<file path="src/hdl/lruc_pkg.sv">
// Shared constants for the eight-entry LRU cache.
`default_nettype none

package lruc_pkg;

  localparam int unsigned ENTRIES_DEF      = 8;
  localparam int unsigned TAG_BITS_DEF     = 64;
  localparam int unsigned PAYLOAD_BITS_DEF = 32;

  localparam logic OP_LOOKUP = 1'b0;
  localparam logic OP_INSERT = 1'b1;

endpackage

`default_nettype wire

</file>
<file path="src/hdl/lruc_match.sv">
// Parallel tag compare with a lowest-index priority encoder.
`default_nettype none

module lruc_match #(
  parameter int unsigned ENTRIES  = lruc_pkg::ENTRIES_DEF,
  parameter int unsigned TAG_BITS = lruc_pkg::TAG_BITS_DEF
) (
  input  logic [ENTRIES-1:0]                entry_valid,
  input  logic [ENTRIES-1:0][TAG_BITS-1:0]  entry_tag,
  input  logic [TAG_BITS-1:0]               key_tag,
  output logic                              found,
  output logic [$clog2(ENTRIES)-1:0]        found_idx
);
  import lruc_pkg::*;

  localparam int unsigned IDX_W = $clog2(ENTRIES);

  logic [ENTRIES-1:0] match_vec;

  always_comb begin
    for (int i = 0; i < ENTRIES; i++) begin
      match_vec[i] = entry_valid[i] && (entry_tag[i] == key_tag);
    end
  end

  // Scan from the top so the lowest matching index wins.
  always_comb begin
    found_idx = '0;
    for (int i = ENTRIES - 1; i >= 0; i--) begin
      if (match_vec[i]) begin
        found_idx = IDX_W'(i);
      end
    end
  end

  assign found = |match_vec;

endmodule

`default_nettype wire

</file>
<file path="src/hdl/lruc_rank.sv">
// Recency ranks per entry: touch-to-front update and victim select.
`default_nettype none

module lruc_rank #(
  parameter int unsigned ENTRIES = lruc_pkg::ENTRIES_DEF
) (
  input  logic                        clk,
  input  logic                        rst_n,
  input  logic                        touch_en,
  input  logic [$clog2(ENTRIES)-1:0]  touch_idx,
  output logic [$clog2(ENTRIES)-1:0]  victim_idx
);
  import lruc_pkg::*;

  localparam int unsigned IDX_W = $clog2(ENTRIES);
  localparam logic [IDX_W-1:0] RANK_LAST = IDX_W'(ENTRIES - 1);

  logic [ENTRIES-1:0][IDX_W-1:0] rank_r;
  logic [ENTRIES-1:0][IDX_W-1:0] rank_nxt;
  logic [ENTRIES-1:0]            last_vec;
  logic [IDX_W-1:0]              old_rank;

  assign old_rank = rank_r[touch_idx];

  always_comb begin
    victim_idx = '0;
    for (int i = 0; i < ENTRIES; i++) begin
      last_vec[i] = (rank_r[i] == RANK_LAST);
      if (last_vec[i]) begin
        victim_idx = IDX_W'(i);
      end
    end
  end

  // Move the touched entry to the front; everything ahead of it drops one place.
  always_comb begin
    for (int i = 0; i < ENTRIES; i++) begin
      if (IDX_W'(i) == touch_idx) begin
        rank_nxt[i] = '0;
      end else if (rank_r[i] < old_rank) begin
        rank_nxt[i] = rank_r[i] + 1'b1;
      end else begin
        rank_nxt[i] = rank_r[i];
      end
    end
  end

  always_ff @(posedge clk) begin
    if (!rst_n) begin
      for (int i = 0; i < ENTRIES; i++) begin
        rank_r[i] <= IDX_W'(i);
      end
    end else if (touch_en) begin
      rank_r <= rank_nxt;
    end
  end

  a_one_victim: assert property (@(posedge clk) disable iff (!rst_n)
    $onehot(last_vec))
    else $error("recency ranks lost their permutation");

  a_touch_front: assert property (@(posedge clk) disable iff (!rst_n)
    touch_en |=> rank_r[$past(touch_idx)] == '0)
    else $error("touched entry did not become most recent");

endmodule

`default_nettype wire

</file>
<file path="src/hdl/lru_cache_eight_entry.sv">
// Top level of the fully associative LRU cache.
//
// Fully associative cache with ENTRIES slots and least-recently-used
// replacement. Each transaction is a lookup or an insert keyed by a tag
// digest, and each one yields exactly one result. The block takes one
// transaction per clock when the result side does not stall. A transaction
// is loaded into the input register at acceptance, and its result is loaded
// into the result register as soon as that register is empty or not stalled.
// While a result waits under stall, one more transaction can sit in the
// input register; after that the input stalls. The tag compare over all
// slots, the rank update and the slot write happen in one pass between
// those registers, so a transaction sees every update made by the one
// before it. No clearing pass is needed after reset.
`default_nettype none

module lru_cache_eight_entry #(
  parameter int unsigned ENTRIES      = lruc_pkg::ENTRIES_DEF,
  parameter int unsigned TAG_BITS     = lruc_pkg::TAG_BITS_DEF,
  parameter int unsigned PAYLOAD_BITS = lruc_pkg::PAYLOAD_BITS_DEF
) (
  input  logic                    clk,
  input  logic                    rst_n,
  input  logic                    in_valid,
  output logic                    in_stall,
  input  logic                    in_operation,
  input  logic [TAG_BITS-1:0]     in_key_tag,
  input  logic [PAYLOAD_BITS-1:0] in_payload_in,
  output logic                    out_valid,
  input  logic                    out_stall,
  output logic                    out_hit,
  output logic [PAYLOAD_BITS-1:0] out_payload_out
);
  import lruc_pkg::*;

  localparam int unsigned IDX_W = $clog2(ENTRIES);

  // Input register
  logic                    s1_valid_r;
  logic                    s1_op_r;
  logic [TAG_BITS-1:0]     s1_tag_r;
  logic [PAYLOAD_BITS-1:0] s1_pay_r;

  // Result register
  logic                    out_valid_r;
  logic                    out_hit_r;
  logic [PAYLOAD_BITS-1:0] out_payload_r;

  // Entry store
  logic [ENTRIES-1:0]                    entry_valid_r;
  logic [ENTRIES-1:0][TAG_BITS-1:0]      entry_tag_r;
  logic [ENTRIES-1:0][PAYLOAD_BITS-1:0]  entry_payload_r;

  logic             advance;
  logic             s1_fire;
  logic             found;
  logic [IDX_W-1:0] found_idx;
  logic [IDX_W-1:0] victim_idx;
  logic [IDX_W-1:0] touch_idx;
  logic             touch_en;
  logic             is_insert;

  assign advance  = !out_valid_r || !out_stall;
  assign in_stall = s1_valid_r && !advance;
  assign s1_fire  = s1_valid_r && advance;

  assign is_insert = (s1_op_r == OP_INSERT);
  assign touch_idx = found ? found_idx : victim_idx;
  assign touch_en  = s1_fire && (found || is_insert);

  lruc_match #(
    .ENTRIES  (ENTRIES),
    .TAG_BITS (TAG_BITS)
  ) u_match (
    .entry_valid (entry_valid_r),
    .entry_tag   (entry_tag_r),
    .key_tag     (s1_tag_r),
    .found       (found),
    .found_idx   (found_idx)
  );

  lruc_rank #(
    .ENTRIES (ENTRIES)
  ) u_rank (
    .clk        (clk),
    .rst_n      (rst_n),
    .touch_en   (touch_en),
    .touch_idx  (touch_idx),
    .victim_idx (victim_idx)
  );

  always_ff @(posedge clk) begin
    if (!rst_n) begin
      s1_valid_r <= 1'b0;
    end else if (!in_stall) begin
      s1_valid_r <= in_valid;
    end
  end

  always_ff @(posedge clk) begin
    if (in_valid && !in_stall) begin
      s1_op_r  <= in_operation;
      s1_tag_r <= in_key_tag;
      s1_pay_r <= in_payload_in;
    end
  end

  always_ff @(posedge clk) begin
    if (!rst_n) begin
      out_valid_r <= 1'b0;
    end else if (advance) begin
      out_valid_r <= s1_valid_r;
    end
  end

  // Payload is returned only on a lookup hit.
  always_ff @(posedge clk) begin
    if (s1_fire) begin
      out_hit_r <= found;
      if (found && !is_insert) begin
        out_payload_r <= entry_payload_r[found_idx];
      end else begin
        out_payload_r <= '0;
      end
    end
  end

  always_ff @(posedge clk) begin
    if (!rst_n) begin
      entry_valid_r <= '0;
    end else if (s1_fire && is_insert) begin
      entry_valid_r[touch_idx] <= 1'b1;
    end
  end

  always_ff @(posedge clk) begin
    if (s1_fire && is_insert) begin
      entry_tag_r[touch_idx]     <= s1_tag_r;
      entry_payload_r[touch_idx] <= s1_pay_r;
    end
  end

  assign out_valid       = out_valid_r;
  assign out_hit         = out_hit_r;
  assign out_payload_out = out_payload_r;

  a_miss_zero: assert property (@(posedge clk) disable iff (!rst_n)
    out_valid_r && !out_hit_r |-> out_payload_r == '0)
    else $error("miss result carries a nonzero payload");

  a_insert_valid: assert property (@(posedge clk) disable iff (!rst_n)
    s1_fire && is_insert |=> entry_valid_r[$past(touch_idx)])
    else $error("inserted entry not marked valid");

endmodule

`default_nettype wire

</file>
<file path="config.mk">
export PLATFORM = sky130hd
export DESIGN_NAME = lru_cache_eight_entry
export DESIGN_NICKNAME = d
export VERILOG_FILES = /design/src/hdl/lruc_pkg.sv /design/src/hdl/lruc_match.sv /design/src/hdl/lruc_rank.sv /design/src/hdl/lru_cache_eight_entry.sv
export SDC_FILE = /design/constraint.sdc
export NUM_CORES = 2
export LEC_CHECK = 0
export BUFFER_PORTS_ARGS = -buffer_cell sky130_fd_sc_hd__buf_2
export CORE_MARGIN = 5
export CORE_UTILIZATION = 65
export CTS_CLUSTER_DIAMETER = 100
export DETAILED_ROUTE_END_ITERATION = 10
export PLACE_DENSITY = 0.86
export SETUP_SLACK_MARGIN = 0.02
export SLEW_MARGIN = 20
export SYNTH_ARGS = -nofsm -noshare
export SYNTH_HDL_FRONTEND = slang
export SYNTH_SLANG_ARGS = --single-unit
</file>
<file path="constraint.sdc">
create_clock -name clk -period 25.1 [get_ports clk]
set_clock_uncertainty 0.2 [all_clocks]
set_input_delay 3.765 -clock clk [delete_from_list [all_inputs] [get_ports clk]]
set_output_delay 3.765 -clock clk [all_outputs]
set_load 0.05 [all_outputs]
</file>
==> results.md <==
- Hold WS: 0.309 ns
- Final core occ: 0.737
- Min Tclk post-route: 8.40 ns
- Routed WL: 110 mm
- Drt first pass iters: 8
- Dominant cell type by area after synthesis: edfxtp_1
- Final setup viols: 0
- Initial antenna violation count: 2
- Avg Cell Area, Syn: 14.1 µm²
- Core Area: 61900 µm²
- Cells along the critical path: buf_2 > and3_1 > buf_2
- IO buf count: 135
- First-pass GRT wire length: 162 mm
- Maximum vdd drop: 0.0754 mV
- Routed Antenna Nets: 0
- Sequential share of power: 0.493
- Largest net degree at the start of global routing: 84
- Post-detail-place hpwl: 66.9 mm
- Post-synthesis sequential area ratio: 0.678
- Critical path fanouts, max: 3
- P_sw: 962 µW
- Cell area after layout: 45700 µm²
- WP data arrival: 4.44 ns
- Yosys reg bits: 932
- Hold Crit Class: reg -> reg
- Final setup TNS: 0 ns
- Vias in the first global route: 26243
- Max_slew headroom: 0.202
- Clk network pwr share: 0.371
- Multi-input gate area: 12400 µm²
- Worst EP required: 21.13 ns
- Clk Latency, worst-skew pair: 0.65 ns
- Unrepaired setup endpoints after global routing: false
- CP delay by family, top: buffers and inverters
- Worst Setup End Kind: output pin
- Area delta synth->final: 11.9%
- Starting DRT DRC Count: 3676
- WS Path Type: in -> out
- Max-Cap Viols: 0
- Mapped Nets: 3015
- Delay of the slowest cell on the worst path: 0.30 ns
- Placed Instance Area: 42600 µm²
- Largest cells by area after synthesis: edfxtp_1 66%, xnor2_1 5.7%, nand2b_1 3.7%
- Clock root buffer: clkbuf_16
- P_int: 2.76 mW
- GR Overflow Total: 0
- FF/Latch Area: 27600 µm²
- Worst Hold Launch: entry_valid_r[2]$_SDFFE_PN0P_
- DRC violations left: 0
- Critical-path top delay cell: buf_2
- Clock-pin slew on the worst setup and hold paths: 0.06 ns
- Gate Count Post-Synth: 2891
- Post-synth cell types: 82
- Die extent in x: 261 µm
- Async SR Flop Fraction: 0
- Via Count: 26586
- Critical path's most frequent cell: buf_2
- Buf/Inv on CP: 2
- Synth top area share: 0.661
- Status: finished, final reports clean
- Die area: 67900 µm²
- Hold Vio Cnt, Final: 0
- Count leader, synth: edfxtp_1
- CTS tree: built
- Slew Viols, Final: 0
- N_diodes: 0
- Critical path startpoint category: input pin
- Max Fclk: 0.119 GHz
- Avg WL per Cell: 27.5 µm
- Gpl congestion: 0.968
- EDFF count, synth: 898
- Num ports: 136
- Cts bufs inserted: 92
- CTS Hold Bufs: 0
- Postcts setup bufs: 0
- Row cnt: 91
- Power Density: 81.5 nW/µm²
- R2R Path Start: s1_tag_r[30]$_DFFE_PP_
- Starting density of the core: 0.659
- Final nets: 3214
- Crit path from: out_stall
- Commonest cells in the netlist: 898 x edfxtp_1, 264 x xnor2_1, 243 x nand2b_1, 180 x nand4_1, 126 x nor2_1
- H-tree lvl count: 3
- Layout fillers: 3706
- Mapped cell area: 40800 µm²
- CTS Buffer Depth: 3
- Ys flop type: edfxtp_1
- Ratio of cells with drive above 1 in the final layout: 0.135
- Yosys Warn Count: 0
- Vias/cell: 6.64
- Logic pwr share: 0.136
- Switch share: 0.258
- Fin crit share: 0.335
- Leak: 14.8 nW
- Post_cts resized: 0
- Die height: 261 µm
- Worst-margin pin slew: 1.19 ns
- GRT Util Overall: 0.321
- CTS sink count: 932
worst reg2reg max path: stages (launching register included):
cell and delay [ns]:
edfxtp_1 0.91, buf_4 0.34, xnor2_1 0.22, nand4_1 0.16, nor3_1 0.22, nand4_1 0.15, nor4_1 0.98, nor4_1 0.28
a21o_1 0.47, mux2_2 0.36, nor2_1 0.08, a211oi_1 0.07, a21oi_1 0.70, ha_1 0.40, nor2_1 0.10, o21ai_0 0.18
and3_1 0.30, a311o_1 0.31
cell usage in the layout (no fill, tap or decap), drive strengths merged, types with 78 or more instances in the layout:
cell type and n:
xnor2 264, nor2 126, xor2 106, nand2 114
edfxtp 898, nor4 78, nand2b 243, clkbuf 125
a21oi 89, nand4 180, buf 221
power by group through the flow:
stage                     logic, mW  clock network [mW]  registers, mW
after floorplan               0.335                   0           1.88
after global placement        0.460                   0           1.86
after detailed placement      0.485                   0           1.86
after CTS                     0.490                1.39           1.83
after global routing          0.537                1.46           1.84
final                         0.506                1.38           1.83
worst paths after layout:
check | endpoint | slack, ns | depth (start not counted)
worst max-delay path | in_stall | 16.70 | 3
worst min-delay path | entry_valid_r[2]$_SDFFE_PN0P_ | 0.31 | 1
worst max register to register | u_rank.rank_r[14]$_SDFFE_PN1P_ | 18.56 | 17
worst min register to register | entry_valid_r[2]$_SDFFE_PN0P_ | 0.31 | 1
layout make-up:
type / count / share of cell area
repair buffers: 221 / 0.0292
inverters: 58 / 0.00477
well taps: 837 / 0.0229
flip-flops and latches: 932 / 0.605
clock buffers: 125 / 0.0566
clock inverters: 43 / 0.00984
multi-input cells: 1785 / 0.271
state kept, by name (all words and copies together), names as in the netlist:
register and flops:
s1_tag_r 64, s1_pay_r 32, entry_tag_r 512, out_hit 1, s1_valid_r 1, entry_payload_r 256
entry_valid_r 8, out_valid 1, u_rank.rank_r 24, is_insert 1, out_payload_out 32
routing by layer:
layer,vias to the layer above,track usage,wire length [µm]
met5,-,0,0
met4,0,0.136,5570
met3,391,0.0824,14200
met2,1911,0.503,50300
met1,12936,0.434,39900
li1,11348,-,-
stage by stage:
step,instances,total power [mW],worst slack (ns)
detailed placement,3833,2.35,16.69
floorplan,2891,2.21,7.76
CTS,4001,3.71,16.69
finish,4001,3.72,16.70
global placement,3832,2.32,16.70
global route,4001,3.84,16.67
cells by family after synthesis:
family                     count (synthesis)  synth area share
buffers and inverters                    174            0.0210
adders and majority gates                 23           0.00705
and+or+nand+nor                          986             0.138
xor gates and xnor gates                 370            0.0794
AOI/OAI and AO/OA                        301            0.0496
muxes                                    105            0.0268
DFF                                      932             0.678
Power figures use the tool's default switching activity.
